### config.mk
export PLATFORM = sky130hd
export DESIGN_NAME = pulse_width_command_decoder
export DESIGN_NICKNAME = d
export VERILOG_FILES = /design/src/rtl/core/pwcd_pkg.sv /design/src/rtl/core/pwcd_csr.sv /design/src/rtl/core/pwcd_decode.sv /design/src/rtl/core/pulse_width_command_decoder.sv
export SDC_FILE = /design/constraint.sdc
export NUM_CORES = 1
export LEC_CHECK = 0
export BUFFER_PORTS_ARGS = -buffer_cell sky130_fd_sc_hd__buf_4
export CAP_MARGIN = 20
export CORE_MARGIN = 2
export CORE_UTILIZATION = 64
export DETAILED_ROUTE_END_ITERATION = 10
export PLACE_DENSITY = 0.83
export SYNTH_ARGS = -nofsm -noshare
export SYNTH_HDL_FRONTEND = slang
export SYNTH_SLANG_ARGS = --single-unit
### constraint.sdc
create_clock -name clock -period 10.7 [get_ports clock]
set_input_delay 0.535 -clock clock [delete_from_list [all_inputs] [get_ports clock]]
set_output_delay 0.535 -clock clock [all_outputs]
set_load 0.01 [all_outputs]
### src/rtl/core/pwcd_pkg.sv
`timescale 1ns / 1ps

package pwcd_pkg;

   // Fixed field and register widths
   localparam int CSR_INDEX_W = 2;
   localparam int CSR_DATA_W  = 24;
   localparam int CUTOFF_W    = 24;
   localparam int SPLIT_W     = 21;
   localparam int LIMIT_W     = 25;   // ten split periods of the widest split value
   localparam int BYTE_W      = 8;
   localparam int BIT_COUNT_W = 4;
   localparam int REQ_DATA_W  = 8;
   localparam int RSP_DATA_W  = 16;
   localparam int RSP_FIELD_W = 1 + BYTE_W + 1;

   // Register indexes on the configuration port
   localparam logic [CSR_INDEX_W-1:0] REG_BIT_CUTOFF  = 2'd0;
   localparam logic [CSR_INDEX_W-1:0] REG_BIT_SPLIT   = 2'd1;
   localparam logic [CSR_INDEX_W-1:0] REG_HOLD_ENABLE = 2'd2;

   // Reset values
   localparam logic [CUTOFF_W-1:0] CUTOFF_RESET = 24'd4000;
   localparam logic [SPLIT_W-1:0]  SPLIT_RESET  = 21'd1875;
   localparam logic [LIMIT_W-1:0]  LIMIT_RESET  = 25'd18750;

   typedef struct packed {
      logic [CUTOFF_W-1:0] bit_cutoff;
      logic [SPLIT_W-1:0]  bit_split;
      logic [LIMIT_W-1:0]  hold_limit;   // bit_split * 10
      logic                hold_enable;
   } cfg_type;

   typedef struct packed {
      logic              command_valid;
      logic [BYTE_W-1:0] command_byte;
      logic              hold_display;
   } result_type;

endpackage

### src/rtl/core/pwcd_csr.sv
`timescale 1ns / 1ps

module pwcd_csr (
   input  logic                               clock,
   input  logic                               reset,
   input  logic                               csr_we,
   input  logic [pwcd_pkg::CSR_INDEX_W-1:0]   csr_index,
   input  logic [pwcd_pkg::CSR_DATA_W-1:0]    csr_wdata,
   output pwcd_pkg::cfg_type                  cfg,
   output logic                               hold_clear
);

   logic [pwcd_pkg::CUTOFF_W-1:0] cutoff_ff, cutoff_in;
   logic [pwcd_pkg::SPLIT_W-1:0]  split_ff, split_in;
   logic [pwcd_pkg::LIMIT_W-1:0]  limit_ff, limit_in;
   logic                          hold_en_ff, hold_en_in;
   logic [pwcd_pkg::LIMIT_W-1:0]  split_ext;

   // limit = split * 10, worked out once per write
   assign split_ext = pwcd_pkg::LIMIT_W'(csr_wdata[pwcd_pkg::SPLIT_W-1:0]);

   always_comb begin
      cutoff_in  = cutoff_ff;
      split_in   = split_ff;
      limit_in   = limit_ff;
      hold_en_in = hold_en_ff;
      hold_clear = 1'b0;
      if (csr_we) begin
         unique case (csr_index)
            pwcd_pkg::REG_BIT_CUTOFF: begin
               cutoff_in = csr_wdata[pwcd_pkg::CUTOFF_W-1:0];
            end
            pwcd_pkg::REG_BIT_SPLIT: begin
               split_in = csr_wdata[pwcd_pkg::SPLIT_W-1:0];
               limit_in = (split_ext << 3) + (split_ext << 1);
            end
            pwcd_pkg::REG_HOLD_ENABLE: begin
               hold_en_in = csr_wdata[0];
               hold_clear = ~csr_wdata[0];
            end
            default: begin
            end
         endcase
      end
   end

   always_ff @(posedge clock) begin
      if (reset) begin
         cutoff_ff  <= pwcd_pkg::CUTOFF_RESET;
         split_ff   <= pwcd_pkg::SPLIT_RESET;
         limit_ff   <= pwcd_pkg::LIMIT_RESET;
         hold_en_ff <= 1'b1;
      end else begin
         cutoff_ff  <= cutoff_in;
         split_ff   <= split_in;
         limit_ff   <= limit_in;
         hold_en_ff <= hold_en_in;
      end
   end

   assign cfg.bit_cutoff  = cutoff_ff;
   assign cfg.bit_split   = split_ff;
   assign cfg.hold_limit  = limit_ff;
   assign cfg.hold_enable = hold_en_ff;

endmodule

### src/rtl/core/pwcd_decode.sv
`timescale 1ns / 1ps

module pwcd_decode #(
   parameter int COUNT_WIDTH      = 24,
   parameter int BITS_PER_COMMAND = 8
) (
   input  logic                  clock,
   input  logic                  reset,
   input  logic                  advance,
   input  logic                  line_level,
   input  pwcd_pkg::cfg_type     cfg,
   input  logic                  hold_clear,
   output pwcd_pkg::result_type  result
);

   localparam int CMP_W = (COUNT_WIDTH > pwcd_pkg::LIMIT_W) ? COUNT_WIDTH : pwcd_pkg::LIMIT_W;

   logic                               prev_ff, prev_in;
   logic [COUNT_WIDTH-1:0]             tsc_ff, tsc_in, tsc_inc;
   logic [COUNT_WIDTH-1:0]             tsp_ff, tsp_in, tsp_inc;
   logic [pwcd_pkg::BYTE_W-1:0]        shift_ff, shift_in, shift_new;
   logic [pwcd_pkg::BIT_COUNT_W-1:0]   count_ff, count_in, count_new;
   logic                               hold_ff, hold_in, hold_pulse;
   logic [pwcd_pkg::BYTE_W-1:0]        last_ff, last_in;
   logic                               rise, is_bit, bit_val, done, timeout;
   logic [CMP_W-1:0]                   period_x, tsp_x, cutoff_x, split_x, limit_x;

   // saturating tick counters
   assign tsc_inc = (&tsc_ff) ? tsc_ff : tsc_ff + 1'b1;
   assign tsp_inc = (&tsp_ff) ? tsp_ff : tsp_ff + 1'b1;

   assign period_x = CMP_W'(tsc_inc);
   assign cutoff_x = CMP_W'(cfg.bit_cutoff);
   assign split_x  = CMP_W'(cfg.bit_split);
   assign limit_x  = CMP_W'(cfg.hold_limit);

   assign rise      = ~prev_ff & line_level;
   assign is_bit    = period_x < cutoff_x;
   assign bit_val   = period_x < split_x;
   assign shift_new = {shift_ff[pwcd_pkg::BYTE_W-2:0], bit_val};
   assign count_new = count_ff + 1'b1;
   assign done      = rise & is_bit &
                      (count_new >= pwcd_pkg::BIT_COUNT_W'(BITS_PER_COMMAND));

   always_comb begin
      hold_pulse = hold_ff;
      shift_in   = shift_ff;
      count_in   = count_ff;
      tsp_in     = tsp_inc;
      if (rise) begin
         tsp_in = '0;
         if (is_bit) begin
            if (done) begin
               hold_pulse = 1'b0;
               shift_in   = '0;
               count_in   = '0;
            end else begin
               shift_in = shift_new;
               count_in = count_new;
               if (cfg.hold_enable) hold_pulse = 1'b1;
            end
         end else begin
            // long pulse: preamble if under ten split periods
            shift_in = '0;
            count_in = '0;
            if (cfg.hold_enable && (period_x < limit_x)) hold_pulse = 1'b1;
         end
      end
      tsp_x   = CMP_W'(tsp_in);
      timeout = hold_pulse & (tsp_x > limit_x);
      hold_in = hold_pulse;
      if (timeout) begin
         hold_in  = 1'b0;
         shift_in = '0;
         count_in = '0;
      end
   end

   assign tsc_in  = (line_level != prev_ff) ? '0 : tsc_inc;
   assign prev_in = line_level;
   assign last_in = done ? shift_new : last_ff;

   always_ff @(posedge clock) begin
      if (reset) begin
         prev_ff  <= 1'b1;
         tsc_ff   <= '0;
         tsp_ff   <= '0;
         shift_ff <= '0;
         count_ff <= '0;
         hold_ff  <= 1'b0;
         last_ff  <= '0;
      end else if (advance) begin
         prev_ff  <= prev_in;
         tsc_ff   <= tsc_in;
         tsp_ff   <= tsp_in;
         shift_ff <= shift_in;
         count_ff <= count_in;
         hold_ff  <= hold_in;
         last_ff  <= last_in;
      end else if (hold_clear) begin
         hold_ff <= 1'b0;
      end
   end

   assign result.command_valid = done;
   assign result.command_byte  = last_in;
   assign result.hold_display  = hold_in;

endmodule

### src/rtl/core/pulse_width_command_decoder.sv
`timescale 1ns / 1ps
// Pulse-width command decoder.
// req_ carries one line sample per microsecond tick (tdata bit 0, idle high).
// Each low pulse is timed to its rising edge; short pulses shift in command
// bits MSB first, and a full command is reported with command_valid set.
// rsp_ returns exactly one transaction per req_ transaction, in order, with
// command_valid, the last command byte and the hold-display flag.
// csr_ is a write-only register port: index 0 bit cutoff, 1 bit split,
// 2 hold enable. Writes take effect on the next edge; write only when idle.
// A sample accepted into the input register moves through the state update
// into the result register once that is free. Throughput: one transaction
// per cycle while rsp_ is not stalled; the state update is combinational.
// A stalled rsp_ side holds its result; the input register still takes one
// more sample, after which req_tready drops until the result is taken.
// Reset (synchronous, active high) restores default registers, clears the
// timers, the collected bits, the hold flag and the last command, and
// empties both registers.
module pulse_width_command_decoder #(
   parameter int COUNT_WIDTH      = 24,
   parameter int BITS_PER_COMMAND = 8
) (
   input  logic                                clock,
   input  logic                                reset,
   input  logic                                req_tvalid,
   output logic                                req_tready,
   input  logic [pwcd_pkg::REQ_DATA_W-1:0]     req_tdata,   // [0] line_level
   output logic                                rsp_tvalid,
   input  logic                                rsp_tready,
   // [0] command_valid, [8:1] command_byte, [9] hold_display
   output logic [pwcd_pkg::RSP_DATA_W-1:0]     rsp_tdata,
   input  logic                                csr_we,
   input  logic [pwcd_pkg::CSR_INDEX_W-1:0]    csr_index,
   input  logic [pwcd_pkg::CSR_DATA_W-1:0]     csr_wdata
);

   pwcd_pkg::cfg_type    cfg;
   pwcd_pkg::result_type result;
   logic                 hold_clear;

   logic in_valid_ff, in_valid_in;
   logic level_ff, level_in;
   logic out_valid_ff, out_valid_in;
   pwcd_pkg::result_type out_data_ff, out_data_in;
   logic out_free, advance, req_take;

   // result register is free when empty or being drained this cycle
   assign out_free   = ~out_valid_ff | rsp_tready;
   assign advance    = in_valid_ff & out_free;
   assign req_tready = ~in_valid_ff | out_free;
   assign req_take   = req_tvalid & req_tready;

   assign in_valid_in  = req_take | (in_valid_ff & ~advance);
   assign level_in     = req_take ? req_tdata[0] : level_ff;
   assign out_valid_in = advance | (out_valid_ff & ~rsp_tready);
   assign out_data_in  = advance ? result : out_data_ff;

   always_ff @(posedge clock) begin
      if (reset) begin
         in_valid_ff  <= 1'b0;
         out_valid_ff <= 1'b0;
      end else begin
         in_valid_ff  <= in_valid_in;
         out_valid_ff <= out_valid_in;
      end
   end

   always_ff @(posedge clock) begin
      level_ff    <= level_in;
      out_data_ff <= out_data_in;
   end

   pwcd_csr u_csr (
      .clock      (clock),
      .reset      (reset),
      .csr_we     (csr_we),
      .csr_index  (csr_index),
      .csr_wdata  (csr_wdata),
      .cfg        (cfg),
      .hold_clear (hold_clear)
   );

   pwcd_decode #(
      .COUNT_WIDTH      (COUNT_WIDTH),
      .BITS_PER_COMMAND (BITS_PER_COMMAND)
   ) u_decode (
      .clock      (clock),
      .reset      (reset),
      .advance    (advance),
      .line_level (level_ff),
      .cfg        (cfg),
      .hold_clear (hold_clear),
      .result     (result)
   );

   assign rsp_tvalid = out_valid_ff;
   assign rsp_tdata  = pwcd_pkg::RSP_DATA_W'({out_data_ff.hold_display,
                                               out_data_ff.command_byte,
                                               out_data_ff.command_valid});

`ifndef SYNTHESIS
   // a completed command always drops the hold flag
   a_valid_drops_hold: assert property (@(posedge clock) disable iff (reset)
      (rsp_tvalid && rsp_tdata[0]) |-> !rsp_tdata[9])
      else $error("command reported with hold flag set");

   // input side only stalls when both registers are full and the output is held
   a_stall_cause: assert property (@(posedge clock) disable iff (reset)
      !req_tready |-> (in_valid_ff && out_valid_ff && !rsp_tready))
      else $error("input stalled without cause");

   // a sample moved into the decoder always lands in the result register
   a_advance_lands: assert property (@(posedge clock) disable iff (reset)
      advance |=> out_valid_ff)
      else $error("result lost after advance");
`endif

endmodule
==> flow_summary.json <==
{
  "slew-limit-headroom_pct": 34.5,
  "fin_nets": 1413,
  "max_cap_violations": 0,
  "area_delta_synth_final_pct": 9.94,
  "cts.sinks": 150,
  "clkLatencyLatePin_ns": 0.43,
  "r2r.worst_path.cells": 15,
  "routabilityCongestion": 0.960,
  "peakVddDrop_mv": 0.118,
  "synth_cell_types": 78,
  "start_kind": "flop",
  "cp_num_cells": 15,
  "synth_edf_count": 11,
  "final_cell_count_no_fill": 1463,
  "hpwl_um": 17600,
  "cts_tree": "built",
  "cts.path.max_buffers": 2,
  "cp_top_family": "compound AO/OA/AOI/OAI gates",
  "critPathCaptureType": "flop",
  "fin_ws_ns": 5.22,
  "dp_slack_ns": 5.41,
  "syn_area_per_cell_um2": 7.96,
  "path_clk_slew_ns": 0.07,
  "core_mm2": 0.0151,
  "grt_pass1_vias": 8213,
  "ys_seq_area_share_pct": 31.4,
  "timing.rr.end": "u_decode.last_ff[3]",
  "slew_violations": 0,
  "tightest_slew_ns": 0.981,
  "p_per_area_mw_per_mm2": 125,
  "dieArea_mm2": 0.0165,
  "path_max_fanout": 10,
  "layout-drive-gt1-share_pct": 9.10,
  "synth_flop_cell": "dfxtp_1",
  "antenna_found_initial": 0,
  "startpoint": "u_decode.tsc_ff[13]",
  "crit_buf_inv": 0,
  "routed_wirelength_um": 24800,
  "skew_ns": 0.00634,
  "crit_top_cell": "nor2_1",
  "fin_hold_ws_ns": 0.274,
  "post_drt_wl_per_cell_um": 16.9,
  "setup_tns_ns": 0,
  "ys_warn_count": 0,
  "r2r-start": "u_decode.tsc_ff[13]",
  "hold_viol_final": 0,
  "period_share_pct": 51.2,
  "crit_chain": "nand4_1 -> or2_2 -> o31ai_1 -> nor2_1 -> and3_1 -> xnor2_1 -> ha_1 -> a2111oi_0 -> nand2_1 -> o22ai_1 -> o21ai_0 -> a2111oi_4 -> and2_0 -> mux2i_1 -> nor2_1",
  "drt-initial-drc-count": 742,
  "cts_hold_buffers": 0,
  "max_freq_ghz": 0.183,
  "overflow": 0,
  "hp-start": "req_tdata[0]",
  "numCtsBuffers": 17,
  "async_flop_share_pct": 0,
  "hold_class": "in -> reg",
  "ioPinCount": 57,
  "cts.htree.levels": 4,
  "fin_crit_ns": 5.48,
  "rsz0062_at_grt": "false",
  "detail_route.drc_violations": 0,
  "routed-via-count": 8898,
  "cts_root_buf": "clkbuf_16",
  "dr.pass1.iters": 6,
  "die-width_um": 128,
  "required_ns": 11.00,
  "ys_seq_elements": 150,
  "syn-cell-area_mm2": 0.00991,
  "p_leak_nw": 4.51,
  "endpoint": "u_decode.last_ff[3]",
  "grt_use_total_pct": 30.8,
  "portBuffers": 43,
  "status": "completed",
  "antennaDiodeCount": 0,
  "post-place-cells": 1431,
  "arrival_ns": 5.78,
  "viasPerCell": 6.08,
  "drtAntennaViolNets": 0,
  "cts_setup_buffers": 0,
  "cp_slowest_cell": "a2111oi_4",
  "row_count": 45,
  "cts_resized": 0,
  "crit_type": "reg -> reg",
  "grt_pass1_wl_um": 40500,
  "initial_core_util_pct": 65.4,
  "grt_start_max_net_pins": 60,
  "r2r_slack_ns": 5.22,
  "die_y_um": 128,
  "critical_path.max_stage_delay_ns": 0.69,
  "syn_inst": 1244,
  "setup_viol": 0
}
## registers in the layout, indices dropped and copies added (netlist names), 7 cells and up
name / cells
u_decode.tsc_ff: 24
u_decode.last_ff: 8
u_csr.split_ff: 21
u_csr.limit_ff: 22
u_csr.cutoff_ff: 24
u_decode.shift_ff: 7
rsp_tdata: 10
u_decode.tsp_ff: 24
## placed cells by master, fill, tap and decap left out, types with 7 or more instances in the layout
cell,synthesis,final
or3_1,15,15
xor2_1,19,19
nor2_1,98,98
a21oi_1,129,129
nor3_1,29,29
o21ai_0,46,46
nand3_1,31,31
o211ai_1,25,25
a22oi_1,12,12
inv_1,86,86
a211oi_1,11,11
mux2_2,9,9
a31oi_1,7,7
mux2i_1,11,11
ha_1,111,111
a22o_1,8,8
dfxtp_1,139,139
nand4_1,23,23
xnor2_1,27,27
o21a_1,12,12
buf_4,7,50
edfxtp_1,11,11
a21o_1,18,18
nor4_1,7,7
clkbuf_16,0,17
nand2_1,184,184
nand2b_1,11,11
and3_1,12,12
## final cells by class
cell class | instances | area, um2
clock buffer | 17 | 425
clock inverter | 15 | 166
fill | 1212 | 4250
inverter | 86 | 323
multi-input combinational | 956 | 6250
sequential | 150 | 3110
tap | 188 | 235
timing repair buffer | 51 | 380
## cells in the mapped netlist, types with 3 or more instances
| library cell | instances | share of area (%) |
|---|---|---|
| xnor2_1 | 27 | 2.4 |
| a22o_1 | 8 | 0.71 |
| dfxtp_1 | 139 | 28 |
| and4_1 | 6 | 0.53 |
| o21ai_0 | 46 | 2.3 |
| o311ai_0 | 3 | 0.27 |
| or2_2 | 6 | 0.38 |
| and3_1 | 12 | 0.76 |
| nand4_1 | 23 | 1.5 |
| mux2_2 | 9 | 1.0 |
| and2_1 | 6 | 0.38 |
| mux2i_1 | 11 | 1.1 |
| buf_4 | 7 | 0.53 |
| a21boi_0 | 3 | 0.23 |
| or4_1 | 4 | 0.30 |
| o211ai_1 | 25 | 1.9 |
| a21oi_1 | 129 | 6.5 |
| nor3b_1 | 5 | 0.38 |
| buf_1 | 8 | 0.30 |
| nor2_1 | 98 | 3.7 |
| ha_1 | 111 | 14 |
| clkbuf_1 | 37 | 1.4 |
| o21a_1 | 12 | 0.91 |
| nand2b_1 | 11 | 0.69 |
| xor2_1 | 19 | 1.7 |
| nor2b_1 | 4 | 0.25 |
| edfxtp_1 | 11 | 3.3 |
| o21bai_1 | 4 | 0.30 |
| inv_1 | 86 | 3.3 |
| buf_2 | 5 | 0.25 |
| a22oi_1 | 12 | 0.91 |
| nor3_1 | 29 | 1.5 |
| or3_1 | 15 | 0.95 |
| nand3_1 | 31 | 1.6 |
| nand3b_1 | 3 | 0.23 |
| a211oi_1 | 11 | 0.83 |
| a31oi_1 | 7 | 0.44 |
| a21o_1 | 18 | 1.4 |
| nor4_1 | 7 | 0.44 |
| nand2_1 | 184 | 7.0 |
| a2111oi_0 | 3 | 0.27 |
## report_power, final
group	switching [mW]	internal, mW	total, mW
clock network	0.262	0.349	0.611
registers	0.00738	0.579	0.587
logic	0.104	0.0621	0.167
total	0.374	0.990	1.36
## layer usage
| layer | global-route usage, % | share of wire, % |
|---|---|---|
| met1 | 41.4 | 46 |
| met2 | 51.6 | 47 |
| met3 | 3.95 | 5.1 |
| met4 | 10.3 | 2.3 |
| met5 | 0 | 0 |
## cell families after synthesis
| family | share of synthesized area (%) |
|---|---|
| AO/OA/AOI/OAI | 19.8 |
| other | 0.0379 |
| buffers and inverters | 5.75 |
| multiplexers | 2.48 |
| adder cells (fa/ha/maj) | 14.2 |
| AND/OR/NAND/NOR | 22.2 |
| flip-flops | 31.4 |
| XOR/XNOR | 4.07 |
## worst min-delay path by stage
stage	slack [ns]	to	depth (start not counted)
global route	0.27	level_ff	1
floorplan	0.43	u_csr.limit_ff[15]	2
CTS	0.27	level_ff	1
finish	0.27	level_ff	1
global placement	0.44	u_csr.limit_ff[15]	2
detailed placement	0.45	u_csr.limit_ff[9]	2
## through the flow
| stage | util [%] | cell area, um2 | power, mW |
|---|---|---|---|
| floorplan | - | 9930 | 0.713 |
| global placement | 68.0 | 10300 | 0.757 |
| detailed placement | 68.0 | 10300 | 0.762 |
| CTS | 71.9 | 10900 | 1.36 |
| global route | 71.9 | 10900 | 1.41 |
| finish | 71.9 | 10900 | 1.36 |
(Power assumes the default switching activity.)
